==> src/bclpd_pkg.sv <==
// ----------------------------------------------------------------------------
// bclpd_pkg
// Shared types and constants for the button click and long-press detector.
// ----------------------------------------------------------------------------
package bclpd_pkg;

  // Number of buttons served and field widths
  localparam int BUTTON_COUNT = 4;
  localparam int BTN_W        = 2;
  localparam int DCOUNT_W     = 4;
  localparam int TICK_W       = 16;
  localparam int REPEAT_W     = 8;
  localparam int CFG_IDX_W    = 2;
  localparam int CFG_DATA_W   = 16;

  // Register reset values
  localparam logic [DCOUNT_W-1:0] DEBOUNCE_SCANS_RST    = DCOUNT_W'(3);
  localparam logic [TICK_W-1:0]   LONG_PRESS_TICKS_RST  = TICK_W'(50);
  localparam logic [TICK_W-1:0]   RELEASE_GAP_TICKS_RST = TICK_W'(15);

  localparam logic [TICK_W-1:0]   TICK_MAX   = {TICK_W{1'b1}};
  localparam logic [REPEAT_W-1:0] REPEAT_MAX = {REPEAT_W{1'b1}};

  // Configuration register indexes
  typedef enum logic [CFG_IDX_W-1:0] {
    CFG_DEBOUNCE_SCANS    = 2'd0,
    CFG_LONG_PRESS_TICKS  = 2'd1,
    CFG_RELEASE_GAP_TICKS = 2'd2
  } cfg_idx_t;

  // Press phase of one button
  typedef enum logic [1:0] {
    PH_IDLE     = 2'd0,
    PH_PRESSED  = 2'd1,
    PH_RELEASED = 2'd2
  } phase_t;

  // Event codes
  typedef enum logic [1:0] {
    EV_NONE   = 2'd0,
    EV_LONG   = 2'd1,
    EV_SINGLE = 2'd2,
    EV_DOUBLE = 2'd3
  } event_t;

  // Configuration values seen by the datapath
  typedef struct packed {
    logic [DCOUNT_W-1:0] debounce_scans;
    logic [TICK_W-1:0]   long_press_ticks;
    logic [TICK_W-1:0]   release_gap_ticks;
  } cfg_t;

  // Per-button state
  typedef struct packed {
    logic                level;
    logic [DCOUNT_W-1:0] dcount;
    logic [TICK_W-1:0]   tick;
    logic [REPEAT_W-1:0] repeats;
    phase_t              phase;
  } btn_state_t;

  localparam btn_state_t BTN_STATE_RST = '{
    level:   1'b1,
    dcount:  '0,
    tick:    '0,
    repeats: '0,
    phase:   PH_IDLE
  };

endpackage

==> src/bclpd_item_if.sv <==
// ----------------------------------------------------------------------------
// bclpd_item_if
// Scan tick channel: one button index and its raw pin level per transaction.
// ----------------------------------------------------------------------------
interface bclpd_item_if import bclpd_pkg::*; ();
  logic             valid;
  logic             ready;
  logic [BTN_W-1:0] button_index;
  logic             raw_level;

  modport source (output valid, output button_index, output raw_level, input ready);
  modport sink   (input valid, input button_index, input raw_level, output ready);
endinterface

==> src/bclpd_result_if.sv <==
// ----------------------------------------------------------------------------
// bclpd_result_if
// Result channel: button index and event code per transaction.
// ----------------------------------------------------------------------------
interface bclpd_result_if import bclpd_pkg::*; ();
  logic             valid;
  logic             ready;
  logic [BTN_W-1:0] event_button;
  logic [1:0]       event_code;

  modport source (output valid, output event_button, output event_code, input ready);
  modport sink   (input valid, input event_button, input event_code, output ready);
endinterface

==> src/bclpd_cfg_if.sv <==
// ----------------------------------------------------------------------------
// bclpd_cfg_if
// Configuration write channel: register index and write data.
// ----------------------------------------------------------------------------
interface bclpd_cfg_if import bclpd_pkg::*; ();
  logic                  valid;
  logic                  ready;
  logic [CFG_IDX_W-1:0]  index;
  logic [CFG_DATA_W-1:0] data;

  modport source (output valid, output index, output data, input ready);
  modport sink   (input valid, input index, input data, output ready);
endinterface

==> src/bclpd_cfg_regs.sv <==
// ----------------------------------------------------------------------------
// bclpd_cfg_regs
// Configuration register file; takes a write transaction every cycle.
// ----------------------------------------------------------------------------
module bclpd_cfg_regs
  import bclpd_pkg::*;
(
  input  logic           clk,
  input  logic           rst,
  bclpd_cfg_if.sink      cfg,
  output cfg_t           cfg_q
);

  cfg_t regs;

  assign cfg.ready = 1'b1;
  assign cfg_q     = regs;

  // Write the addressed register; drop writes beyond the register list
  always_ff @(posedge clk) begin
    if (rst) begin
      regs.debounce_scans    <= DEBOUNCE_SCANS_RST;
      regs.long_press_ticks  <= LONG_PRESS_TICKS_RST;
      regs.release_gap_ticks <= RELEASE_GAP_TICKS_RST;
    end else if (cfg.valid) begin
      unique case (cfg.index)
        CFG_DEBOUNCE_SCANS:    regs.debounce_scans    <= cfg.data[DCOUNT_W-1:0];
        CFG_LONG_PRESS_TICKS:  regs.long_press_ticks  <= cfg.data[TICK_W-1:0];
        CFG_RELEASE_GAP_TICKS: regs.release_gap_ticks <= cfg.data[TICK_W-1:0];
        default: ;
      endcase
    end
  end

endmodule

==> src/bclpd_btn_step.sv <==
// ----------------------------------------------------------------------------
// bclpd_btn_step
// Next-state logic for one button on one scan tick: debounce, tick counter
// and press phase machine, plus the event it raises.
// ----------------------------------------------------------------------------
module bclpd_btn_step
  import bclpd_pkg::*;
(
  input  cfg_t       cfg_q,
  input  btn_state_t cur,
  input  logic       raw_level,
  output btn_state_t nxt,
  output event_t     ev
);

  logic [TICK_W-1:0]   tick_inc;
  logic [DCOUNT_W-1:0] dcount_inc;
  logic                level_new;
  logic [DCOUNT_W-1:0] dcount_new;

  // Advance the tick counter outside idle, saturating at the top
  always_comb begin
    tick_inc = cur.tick;
    if (cur.phase != PH_IDLE && cur.tick != TICK_MAX) begin
      tick_inc = cur.tick + TICK_W'(1);
    end
  end

  // Debounce: flip the level after enough consecutive differing scans
  always_comb begin
    dcount_inc = cur.dcount + DCOUNT_W'(1);
    level_new  = cur.level;
    dcount_new = '0;
    if (raw_level != cur.level) begin
      if (dcount_inc >= cfg_q.debounce_scans) begin
        level_new = raw_level;
      end else begin
        dcount_new = dcount_inc;
      end
    end
  end

  // Press phase machine
  always_comb begin
    nxt        = cur;
    nxt.level  = level_new;
    nxt.dcount = dcount_new;
    nxt.tick   = tick_inc;
    ev         = EV_NONE;
    unique case (cur.phase)
      PH_PRESSED: begin
        if (level_new) begin
          nxt.tick  = '0;
          nxt.phase = PH_RELEASED;
        end else if (tick_inc > cfg_q.long_press_ticks) begin
          ev          = EV_LONG;
          nxt.tick    = '0;
          nxt.repeats = '0;
        end
      end
      PH_RELEASED: begin
        if (tick_inc > cfg_q.release_gap_ticks) begin
          if (cur.repeats == REPEAT_W'(1)) begin
            ev = EV_SINGLE;
          end else if (cur.repeats == REPEAT_W'(2)) begin
            ev = EV_DOUBLE;
          end
          nxt.phase = PH_IDLE;
        end else if (!level_new) begin
          if (cur.repeats != REPEAT_MAX) begin
            nxt.repeats = cur.repeats + REPEAT_W'(1);
          end
          nxt.tick  = '0;
          nxt.phase = PH_PRESSED;
        end
      end
      default: begin
        // Idle, and the unused phase code handled as idle
        if (!level_new) begin
          nxt.tick    = '0;
          nxt.repeats = REPEAT_W'(1);
          nxt.phase   = PH_PRESSED;
        end
      end
    endcase
  end

endmodule

==> src/button_click_long_press_detector_top.sv <==
// ----------------------------------------------------------------------------
// button_click_long_press_detector_top
// Debounce, click and long-press detection for a bank of active-low buttons.
// ----------------------------------------------------------------------------
// Usage:
//   item   - scan tick transaction: button_index and raw_level (0 = pressed).
//   result - one transaction per scan tick: event_button and event_code
//            (0 none, 1 long press, 2 single click, 3 double click).
//   cfg    - register writes: 0 debounce_scans, 1 long_press_ticks,
//            2 release_gap_ticks; other indexes are ignored. Write only
//            while no tick is in flight.
// Timing:
//   An accepted tick is held in the input register, its per-button state
//   update and event are computed in one pass and the result is then
//   captured in the output register.
//   One tick is taken every cycle unless the result side stalls; the rate
//   is set by the single pass through the per-button state registers.
// Reset (synchronous, active high) restores the register defaults and
//   clears every button to released and idle. When the result receiver
//   stalls, the output register and the input register both hold and item
//   ready drops only once both are full.
// ----------------------------------------------------------------------------
module button_click_long_press_detector_top
  import bclpd_pkg::*;
(
  input  logic            clk,
  input  logic            rst,
  bclpd_item_if.sink      item,
  bclpd_result_if.source  result,
  bclpd_cfg_if.sink       cfg
);

  cfg_t             cfg_q;
  btn_state_t       state [BUTTON_COUNT];
  btn_state_t       cur;
  btn_state_t       nxt;
  event_t           ev;
  logic             in_range;
  logic             advance;

  logic             s1_valid;
  logic [BTN_W-1:0] s1_index;
  logic             s1_raw;

  logic             out_valid;
  logic [BTN_W-1:0] out_button;
  event_t           out_code;

  bclpd_cfg_regs u_cfg_regs (
    .clk   (clk),
    .rst   (rst),
    .cfg   (cfg),
    .cfg_q (cfg_q)
  );

  // Stage and output handshake
  assign advance    = !out_valid || result.ready;
  assign item.ready = !s1_valid || advance;

  // Hold the accepted tick in the input register
  always_ff @(posedge clk) begin
    if (rst) begin
      s1_valid <= 1'b0;
    end else if (item.ready) begin
      s1_valid <= item.valid;
    end
  end

  always_ff @(posedge clk) begin
    if (item.ready && item.valid) begin
      s1_index <= item.button_index;
      s1_raw   <= item.raw_level;
    end
  end

  // Look up the addressed button's state
  assign in_range = int'(s1_index) < BUTTON_COUNT;
  assign cur      = state[s1_index];

  bclpd_btn_step u_btn_step (
    .cfg_q     (cfg_q),
    .cur       (cur),
    .raw_level (s1_raw),
    .nxt       (nxt),
    .ev        (ev)
  );

  // Write back the button state as the tick moves to the output
  always_ff @(posedge clk) begin
    if (rst) begin
      for (int i = 0; i < BUTTON_COUNT; i++) begin
        state[i] <= BTN_STATE_RST;
      end
    end else if (s1_valid && advance && in_range) begin
      state[s1_index] <= nxt;
    end
  end

  // Output register
  always_ff @(posedge clk) begin
    if (rst) begin
      out_valid <= 1'b0;
    end else if (advance) begin
      out_valid <= s1_valid;
    end
  end

  always_ff @(posedge clk) begin
    if (advance && s1_valid) begin
      out_button <= s1_index;
      out_code   <= in_range ? ev : EV_NONE;
    end
  end

  assign result.valid        = out_valid;
  assign result.event_button = out_button;
  assign result.event_code   = out_code;

endmodule

==> src/flat_wrapper.sv <==
// flat-port wrapper written by rule: the top's interface ports become plain ports
module button_click_long_press_detector_top_flat import bclpd_pkg::*;
  (clk, rst, item_valid, item_button_index, item_raw_level, item_ready, result_valid, result_event_button, result_event_code, result_ready, cfg_valid, cfg_index, cfg_data, cfg_ready);
  bclpd_item_if item_i ();
  bclpd_result_if result_i ();
  bclpd_cfg_if cfg_i ();
  input  logic clk;
  input  logic rst;
  input wire logic [$bits(item_i.valid)-1:0] item_valid;
  input wire logic [$bits(item_i.button_index)-1:0] item_button_index;
  input wire logic [$bits(item_i.raw_level)-1:0] item_raw_level;
  output wire logic [$bits(item_i.ready)-1:0] item_ready;
  output wire logic [$bits(result_i.valid)-1:0] result_valid;
  output wire logic [$bits(result_i.event_button)-1:0] result_event_button;
  output wire logic [$bits(result_i.event_code)-1:0] result_event_code;
  input wire logic [$bits(result_i.ready)-1:0] result_ready;
  input wire logic [$bits(cfg_i.valid)-1:0] cfg_valid;
  input wire logic [$bits(cfg_i.index)-1:0] cfg_index;
  input wire logic [$bits(cfg_i.data)-1:0] cfg_data;
  output wire logic [$bits(cfg_i.ready)-1:0] cfg_ready;
  assign item_i.valid = item_valid;
  assign item_i.button_index = item_button_index;
  assign item_i.raw_level = item_raw_level;
  assign item_ready = item_i.ready;
  assign result_valid = result_i.valid;
  assign result_event_button = result_i.event_button;
  assign result_event_code = result_i.event_code;
  assign result_i.ready = result_ready;
  assign cfg_i.valid = cfg_valid;
  assign cfg_i.index = cfg_index;
  assign cfg_i.data = cfg_data;
  assign cfg_ready = cfg_i.ready;
  button_click_long_press_detector_top u_core (.clk(clk), .rst(rst), .item(item_i), .result(result_i), .cfg(cfg_i));
endmodule
==> config.mk <==
export PLATFORM = sky130hd
export DESIGN_NAME = button_click_long_press_detector_top_flat
export DESIGN_NICKNAME = d
export VERILOG_FILES = /design/src/bclpd_pkg.sv /design/src/bclpd_item_if.sv /design/src/bclpd_result_if.sv /design/src/bclpd_cfg_if.sv /design/src/bclpd_cfg_regs.sv /design/src/bclpd_btn_step.sv /design/src/button_click_long_press_detector_top.sv /design/src/flat_wrapper.sv
export SDC_FILE = /design/constraint.sdc
export NUM_CORES = 1
export LEC_CHECK = 0
export BUFFER_PORTS_ARGS = -buffer_cell sky130_fd_sc_hd__buf_2
export CAP_MARGIN = 20
export CORE_UTILIZATION = 45
export DETAILED_ROUTE_END_ITERATION = 10
export HOLD_SLACK_MARGIN = 0.05
export SYNTH_ARGS = -nofsm -noshare
export SYNTH_HDL_FRONTEND = slang
export SYNTH_SLANG_ARGS = --single-unit
==> constraint.sdc <==
create_clock -name clk -period 10.6 [get_ports clk]
set_clock_uncertainty 0.05 [all_clocks]
set_input_delay 0.53 -clock clk [delete_from_list [all_inputs] [get_ports clk]]
set_output_delay 0.53 -clock clk [all_outputs]
set_load 0.02 [all_outputs]
==> metrics.md, run 1 <==
| Metric | Value |
|---|---|
| Outcome | finished, final reports clean |
| Global-route wire length before repair | 32300 um |
| DRC | 0 |
| Root buf cell | clkbuf_16 |
| Total Die Area | 20200 um^2 |
| Most common cell after layout, fill and taps aside | edfxtp_1 |
| Drt pass-1 iters | 5 |
| Initial Util | around 47% |
| Worst slew margin | 31.3% |
| YS warnings | 0 |
| Fin. Hold Viols | 0 |
| Main synth FF type | edfxtp_1 |
| WL final | approximately 20000 um |
| FMAX | about 0.15 GHz |
| Total Power | around 1.6 mW |
| Register bit total from synthesis | 171 |
| Die Wd | between 100 and 150 um |
| CTS tree | built |
| VDD IR max | between 0.0001 and 0.00015 V |
| HP Class | in -> reg |
| Static Leak | 3.68 nW |
| Worst endpoint required time | 10700 ps |
| Antenna violations before repair | 0 |
| # setup viols final | 0 |
| Post-synth EDFFs | approximately 130 |
| Antenna cells | 0 |
| Min Tclk post-route | 6500 ps |
| Antenna viol nets, final | 0 |
| Slew Viols, Final | 0 |
| Total CTS buffers | 17 |
| RSZ-0062 raised after global routing | false |
| Vias | 6049 |
| Post-Synthesis Cell Area | just under 9000 um^2 |
| Area of the multi-input gates | 3630 um^2 |
| Period Utilization, post-route | 61.4% |
| CTS hold repair buffers | 0 |
| Pin count of the biggest net entering global routing | 65 |
| Crit-path max FO | 31 |
| Post_cts resized | 0 |
| Syn Nets | 854 |
| Placed cell area | 9180 um^2 |
| Gpl congestion | between 0.9 and 1 |
| Deepest clock path buffer count | 2 |
| Vias in the first global route | between 5000 and 6000 |
| PortBufs | 31 |
| Post-synth top area cell | edfxtp_1 |
| Fin nets | approximately 880 |
| Final Instance Area | 9770 um^2 |
| DR vias/cell | 5.60 |
| Htree depth | 4 |
| Crit path DAT | 6610 ps |
| Commonest cells after routing, fill and taps aside | 131 x edfxtp_1, 85 x nand2_1, 71 x nor3_1, 70 x nor2_1, 68 x inv_1 |
| Pre-CTS WS | around 3900 ps |
| Overall routing resource usage | 21.3% |
| FF+latch area | 4740 um^2 |
| CP Capture Type | flip-flop |
| Setup Total Neg Slack | 0 ps |
| Setup CP Type | reg -> reg |
| CP startpoint kind | flip-flop |
| Die H | 142 um |
| Num Clock Sinks | between 150 and 200 |
| Asr flop ratio synth | 0% |
| Row count | 50 |
| Post-DP HPWL | 12900 um |
| Share of cells above drive strength 1 | 15.4% |
| 1st-iter DRT viols | 512 |
| Clk_lat worst skew | 430 ps |
| # fillers | about 1700 |
| Post-synth top area share | 44.4% |
| Synth area leaders | edfxtp_1 44%, dfxtp_1 9.0%, mux4_2 7.9%, ha_1 5.9%, nor3_1 4.0% |
| Postcts setup bufs | 0 |
| Clock slew at reported path FFs | 70 ps |
| Avg WL per Cell | 18.3 um |
| PD cells | ~170 nW/um^2 |
| Post-Syn Instances | 786 |
| Core area | ~19000 um^2 |
| Seq/Total Area, Yosys | 53.5% |
| Avg Inst Size Synth | 11.3 um^2 |
| Grt total ovfl | 0 |
| Max Cap Violations | 0 |
| Hold slack | approximately 230 ps |
| Slew @ Worst Pin | 1030 ps |
| Setup ws final | 4100 ps |
| IO Count | 33 |
| Yosys cell types | 61 |
| Layout area overhead | 10.3% |
[sequential cells by signal, summed over array words and instances (netlist names), named ones only]
name,count
u_core.result.valid,1
u_core.state,124
u_core.result.event_code,2
u_core.s1_raw,1
u_core.u_cfg_regs.cfg_q,36
u_core.result.event_button,2
u_core.s1_index,2
u_core.s1_valid,1
[synth_stat cells (3+ instances only)]
library cell / number
a211o_1: 8
a211oi_1: 8
a21o_1: 17
a21oi_1: 42
a31o_2: 3
a31oi_1: 3
and2_1: 5
and3_1: 7
buf_2: 4
buf_4: 4
buf_6: 6
clkbuf_1: 23
dfxtp_1: 40
edfxtp_1: 131
ha_1: 42
inv_1: 68
mux2_2: 3
mux2i_1: 3
mux4_2: 31
nand2_1: 85
nand2b_1: 9
nand3_1: 12
nand3b_1: 4
nand4_1: 8
nor2_1: 70
nor2b_1: 7
nor3_1: 71
nor3b_1: 3
nor4_1: 3
o21a_1: 3
o21ai_0: 7
or2_2: 6
xnor2_1: 7
xor2_1: 10
[power by group]
| group | total (mW) | internal [mW] | switching, mW |
|---|---|---|---|
| Clock | 0.598 | 0.337 | 0.261 |
| Combinational | 0.278 | 0.0967 | 0.181 |
| Sequential | 0.761 | 0.751 | 0.00931 |
[layer usage]
metal	track usage (%)	wire [um]	vias to the layer above
li1	-	-	2890
met1	29.4	9000	2913
met2	33.5	9230	218
met3	4.51	1250	28
met4	6.51	282	0
met5	0	0	-
[cells by family (layout without fill, tap and decap cells)]
family | Yosys count | in the layout | share of synthesized area [%]
other cells | 1 | 1 | 0.0424
xor+xnor | 17 | 17 | 1.68
flops | 171 | 171 | 53.5
simple gates | 299 | 299 | 16.0
buf+inv | 108 | 142 | 5.50
compound gates | 111 | 111 | 8.73
mux | 37 | 37 | 8.61
fa+ha+maj | 42 | 42 | 5.94
[worst max-delay path, stage by stage (launching register included)]
cell and delay (ps):
dfxtp_2 310, buf_4 520, mux4_2 700, ha_1 240, nand4_1 90, or4_4 160, nor2b_1 230, nand2_1 150
nor3_1 300, nand4_1 180, xor2_1 350, inv_1 140, ha_1 300, nand4_1 130, or4_1 610, nor3b_1 210
o2111ai_1 180, and3_1 230, a22oi_1 500, inv_1 150, a211oi_2 360, nor2_1 90
[area by class of cell]
cell class                 count  area share, %
clock inverter                14           1.19
multi-input combinational    507           37.2
sequential                   171           48.5
inverter                      68           2.61
clock buffer                  18           4.61
timing repair buffer          42           2.56
tap                          260           3.33
[per-stage QoR]
step	util, %	std cells
after floorplan	-	786
after global placement	48.3	1047
after detailed placement	48.3	1047
after CTS	51.2	1079
after global routing	51.4	1080
final	51.4	1080
[worst paths after layout]
| path | endpoint | slack, ps | cells past startpoint | from |
|---|---|---|---|---|
| worst max-delay path | u_core.state[2][7] | 4100 | 21 | flip-flop |
| worst min-delay path | u_core.s1_raw | 230 | 1 | item_raw_level |
| worst max register to register | u_core.state[2][7] | 4100 | 21 | flip-flop |
| worst min register to register | u_core.u_cfg_regs.cfg_q[4] | 400 | 2 | u_core.u_cfg_regs.cfg_q[4] |
(Power assumes the default switching activity.)
==> run 2, diff against run 1 <==
==> constraint.sdc (replaced) <==
create_clock -name clk -period 6.5 [get_ports clk]
set_clock_uncertainty 0.05 [all_clocks]
set_input_delay 0.325 -clock clk [delete_from_list [all_inputs] [get_ports clk]]
set_output_delay 0.325 -clock clk [all_outputs]
set_load 0.02 [all_outputs]
==> run 2 against run 1 <==
  * Final area is 1.5% higher
  * Count of clock-buffer cells in the layout is 1 higher
  * Fmax is 8.2% higher
  * Highest routed layer unchanged
  * Power is 67% higher
  * Via count is 1.5% higher
  * Sequential cell count stayed put
  * Wire length is 2.8% higher
  * Critical path type unchanged
  * Final cell count is 1.1% higher
  * Register-to-register slack worse by 3600 ps
==> metrics.md, run 2 (synthesized netlist as in run 1, its figures left out) <==
| Metric | Value |
|---|---|
| Antenna viol nets, final | 0 |
| Root buf cell | clkbuf_16 |
| Row count | 50 |
| CTS tree | built |
| Initial Util | 46.6% |
| Overall routing resource usage | 21.5% |
| Global-route wire length before repair | 32600 um |
| Max Cap Violations | 0 |
| Layout area overhead | 12.0% |
| Fin. Hold Viols | 0 |
| Pin count of the biggest net entering global routing | between 60 and 70 |
| Min Tclk post-route | roughly 6000 ps |
| Clock slew at reported path FFs | 70 ps |
| Max reg flops | 124 |
| Worst R2R End | u_core.state[2][7] |
| IO Count | 33 |
| Logic pwr share | between 10% and 20% |
| # setup viols final | 0 |
| WL final | 20300 um |
| Commonest cells after routing, fill and taps aside | 131 x edfxtp_1, 85 x nand2_1, 71 x nor3_1, 70 x nor2_1, 68 x inv_1 |
| Deepest clock path buffer count | 2 |
| Most common cell after layout, fill and taps aside | edfxtp_1 |
| # fillers | around 1700 |
| Fin nets | ~900 |
| Worst endpoint required time | between 6000 and 7000 ps |
| Drt pass-1 iters | 5 |
| Setup Total Neg Slack | 0 ps |
| Setup ws final | between 400 and 500 ps |
| Slew @ Worst Pin | 1120 ps |
| Grt total ovfl | 0 |
| CP startpoint kind | flip-flop |
| Antenna violations before repair | 0 |
| R2R setup slack | 490 ps |
| Core area | 19000 um^2 |
| Crit-path max FO | 20 |
| Outcome | finished, final reports clean |
| Die Wd | 142 um |
| Total Die Area | 20200 um^2 |
| Die H | ~140 um |
| Total CTS buffers | 17 |
| Static Leak | 3.74 nW |
| Num Clock Sinks | 171 |
| RSZ-0062 raised after global routing | false |
| Vias in the first global route | 6265 |
| Avg WL per Cell | ~19 um |
| P_int | 1.98 mW |
| Clk_lat worst skew | 430 ps |
| Final core utilization | 52.1% |
| Postcts setup bufs | 0 |
| FMAX | 0.166 GHz |
| Crit path DAT | 6120 ps |
| CP Capture Point | u_core.state[2][7] |
| Setup CP Type | reg -> reg |
| Period Utilization, post-route | 92.5% |
| Slew Viols, Final | 0 |
| Top reg by flops | u_core.state |
| Vias | 6141 |
| Worst slew margin | about a quarter |
| DRC | 0 |
| Share of cells above drive strength 1 | 16.2% |
| Htree depth | 4 |
| CP Capture Type | flip-flop |
| Pre-CTS WS | 390 ps |
| Post-DP HPWL | approximately 13000 um |
| Net Switching | 0.757 mW |
| Switching Share | between 20% and 30% |
| Gpl congestion | about 0.86 |
| Seq pwr share | 45.4% |
| DR vias/cell | between 5 and 6 |
| R2r worst-path depth | 21 |
| Clock power frac | 37.3% |
| Total Power | 2.73 mW |
| VDD IR max | 0.000178 V |
| 1st-iter DRT viols | 498 |
| Antenna cells | 0 |
| PD cells | 276 nW/um^2 |
| PortBufs | 31 |
| HP Class | in -> reg |
-- run 2: critical path: stages, from the launching register on --
cell	delay [ps]
dfxtp_1	310
buf_4	340
mux4_2	400
ha_1	200
nand4_1	100
or4_4	480
nor2b_1	190
and3_1	200
nand2_1	170
nor2_1	80
xnor2_1	430
inv_1	150
ha_1	330
nand4_1	170
or4_1	610
nor3b_1	260
o2111ai_1	200
and3_1	230
a22oi_2	270
inv_1	130
a211oi_2	340
nor2_1	80
-- run 2: timing repair --
item,4_1_cts,5_1_grt
setup endpoints to repair,0,14
hold buffers,3,0
hold endpoints to repair,3,0
resized for setup,0,1
-- run 2: cell type report --
cell class | count | area, um^2 | area share (%)
well taps | 260 | 325 | 3.28
clock inverters | 13 | 126 | 1.27
inverters | 68 | 255 | 2.57
flip-flops and latches | 171 | 4740 | 47.8
repair buffers | 54 | 360 | 3.63
multi-input cells | 507 | 3640 | 36.7
clock buffers | 19 | 475 | 4.79
-- run 2: how the worst min path moves through the flow --
stage,startpoint,endpoint,slack [ps],cells past startpoint
floorplan,item_button_index[0],u_core.s1_index[0],370,0
global placement,u_core.u_cfg_regs.cfg_q[6],u_core.u_cfg_regs.cfg_q[6],390,2
detailed placement,u_core.u_cfg_regs.cfg_q[5],u_core.u_cfg_regs.cfg_q[5],400,2
CTS,cfg_data[4],u_core.u_cfg_regs.cfg_q[20],50,2
global route,cfg_data[4],u_core.u_cfg_regs.cfg_q[20],60,2
finish,item_valid,u_core.s1_valid,60,3
-- run 2: power by group through the flow --
stage	registers (mW)	clock network [mW]	logic [mW]
floorplan	1.26	0	0.352
global route	1.25	1.08	0.520
global placement	1.26	0	0.453
detailed placement	1.27	0	0.466
CTS	1.24	1.04	0.470
finish	1.24	1.02	0.474
-- run 2: routing by layer --
layer	GRT usage, %	wire [um]	up-vias
met3	4.41	1000	35
met4	7.58	399	0
met1	29.2	9280	3003
met5	0	0	-
met2	34.3	9650	182
li1	-	-	2921
-- run 2: through the flow --
step	hold WS, ps	instances	cell area [um^2]
floorplan	374	786	8850
global placement	394	1057	9280
CTS	50.8	1092	9910
global route	55.3	1092	9920
detailed placement	400	1057	9280
finish	64.0	1092	9920
==> run 3, diff against run 2 <==
--- a/config.mk
+++ b/config.mk
@@ -7,6 +7,7 @@
 export LEC_CHECK = 0
 export BUFFER_PORTS_ARGS = -buffer_cell sky130_fd_sc_hd__buf_2
 export CAP_MARGIN = 20
+export CORE_ASPECT_RATIO = 0.75
 export CORE_UTILIZATION = 45
 export DETAILED_ROUTE_END_ITERATION = 10
 export HOLD_SLACK_MARGIN = 0.05
==> run 3 against run 2 <==
  * Global-route usage rose by 0.58 points
  * Power fell by 0.90%
  * Final cell count fell by 1.0%
  * Critical path depth fell by 1
  * Final area fell by 0.58%
  * First-iteration DRC count rose by 23%
  * Combinational power barely moved
  * Worst hold slack improved by 12 ps
  * Via count rose by 0.93%
  * Non-clock buffer count fell by 3
==> metrics.md, run 3 (synthesized netlist as in run 1, its figures left out) <==
| Metric | Value |
|---|---|
| Static Leak | 3.73 nW |
| Total Die Area | roughly 20000 um^2 |
| Gpl congestion | 0.855 |
| FMAX | 0.165 GHz |
| PortBufs | 31 |
| Period Utilization, post-route | 93.2% |
| VDD IR max | 0.000169 V |
| Initial Util | 45.8% |
| CP startpoint kind | flip-flop |
| 1st-iter DRT viols | 615 |
| Antenna violations before repair | 0 |
| Pre-CTS WS | approximately 360 ps |
| Max reg flops | 124 |
| Slew @ Worst Pin | approximately 850 ps |
| HP Class | in -> reg |
| Commonest cells after routing, fill and taps aside | 131 x edfxtp_1, 85 x nand2_1, 71 x nor3_1, 70 x nor2_1, 68 x inv_1 |
| Setup ws final | between 400 and 500 ps |
| DR vias/cell | about 5.7 |
| Post-DP HPWL | roughly 14000 um |
| Placed Instances | approximately 1000 |
| Buf/Inv on CP | 3 |
| Vias | 6198 |
| Most common cell after layout, fill and taps aside | edfxtp_1 |
| Antenna viol nets, final | 0 |
| IO Count | 33 |
| Drt pass-1 iters | 5 |
| Setup CP Type | reg -> reg |
| Fin nets | 884 |
| Deepest clock path buffer count | 2 |
| CTS tree | built |
| Share of cells above drive strength 1 | 15.6% |
| Slew Viols, Final | 0 |
| Max Cap Violations | 0 |
| CP Capture Type | flip-flop |
| Worst slew margin | 43.2% |
| Core area | 19300 um^2 |
| # setup viols final | 0 |
| Global-route wire length before repair | 33100 um |
| Clk_lat worst skew | 430 ps |
| Slowest Stage Delay on Critical Path | roughly 620 ps |
| Postcts setup bufs | 0 |
| Total CTS buffers | 17 |
| Fin. Hold Viols | 0 |
| Row count | 44 |
| Htree depth | 4 |
| Layout Cells excl Fill | about 1100 |
| Vias in the first global route | 5991 |
| # fillers | 1694 |
| Hold slack | between 70 and 80 ps |
| Crit path DAT | 6170 ps |
| Root buf cell | clkbuf_16 |
| Grt total ovfl | 0 |
| Avg WL per Cell | 19.5 um |
| WL final | approximately 21000 um |
| Die H | 123 um |
| Slowest-stage cell, CP | or4_1 |
| Cell Chain, Critical Path | buf_12 > mux4_2 > nand3_1 > or4_4 > nor2b_1 > nand2_1 > nor3_1 > nand2_1 > xor2_1 > inv_1 > ha_1 > nand4_1 > or4_1 > nor3b_1 > o2111ai_1 > and3_1 > a22oi_2 > inv_1 > a211oi_2 > nor2_1 |
| Overall routing resource usage | around 22% |
| DRC | 0 |
| Outcome | finished, final reports clean |
| Die Wd | about 160 um |
| Min Tclk post-route | 6060 ps |
| Top reg by flops | u_core.state |
| Setup Total Neg Slack | 0 ps |
| Clock slew at reported path FFs | approximately 60 ps |
| Pin count of the biggest net entering global routing | 65 |
| Crit-path max FO | 12 |
| Num Clock Sinks | 171 |
| Worst endpoint required time | ~6600 ps |
| PD cells | between 200 and 300 nW/um^2 |
| HP Start | item_valid |
| RSZ-0062 raised after global routing | false |
| Antenna cells | 0 |
| Layout area overhead | 11.4% |
| CP delay by family, top | simple AND/OR/NAND/NOR gates |
-- run 3: worst paths after layout --
kind / to / slack (ps) / cells past startpoint
max: u_core.state[2][7] / 440 / 20
min: u_core.s1_valid / 80 / 3
max reg2reg: u_core.state[2][7] / 440 / 20
min reg2reg: u_core.u_cfg_regs.cfg_q[29] / 410 / 2
-- run 3: stage by stage --
stage,power [mW],area (um^2),utilization [%]
6_report,2.71,9860,51.0
5_1_grt,2.81,9860,51.0
2_1_floorplan,1.61,8850,-
3_5_place_dp,1.73,9250,47.9
3_3_place_gp,1.72,9250,47.9
4_1_cts,2.71,9830,50.9
-- run 3: worst register-to-register path: cells and delay by family, from the launching register on --
| family | cells | cell delay, ps |
|---|---|---|
| muxes | 1 | 580 |
| DFF | 1 | 580 |
| xor gates and xnor gates | 1 | 360 |
| AOI/OAI and AO/OA | 3 | 820 |
| adders and majority gates | 1 | 330 |
| buffers and inverters | 3 | 540 |
| and+or+nand+nor | 11 | 2530 |
-- run 3: routing by layer --
layer,GRT usage (%),share of wire (%)
met4,7.47,1.3
met1,33.6,49
met5,0,0
met2,31.6,43
met3,3.89,6.8
-- run 3: final cells by class --
class,count,area (um^2),area share (%)
flip-flops and latches,171,4740,48.0
multi-input cells,507,3640,36.9
clock buffers,26,534,5.42
repair buffers,51,348,3.53
well taps,253,317,3.21
inverters,68,255,2.59
clock inverters,5,31.3,0.317
-- run 3: what timing repair did --
| action | in CTS | in global routing |
|---|---|---|
| endpoints found under the setup margin | 0 | 16 |
| gates resized for setup | 0 | 1 |
| hold buffers | 2 | 0 |
| endpoints found under the hold margin | 2 | 0 |
-- run 3: where the power goes --
part	internal [mW]	total [mW]	switching, mW	leakage [nW]
Sequential	1.23	1.24	0.0187	1.67
Combinational	0.168	0.475	0.307	1.78
Clock	0.568	0.989	0.421	0.283
Total	1.96	2.71	0.747	3.73
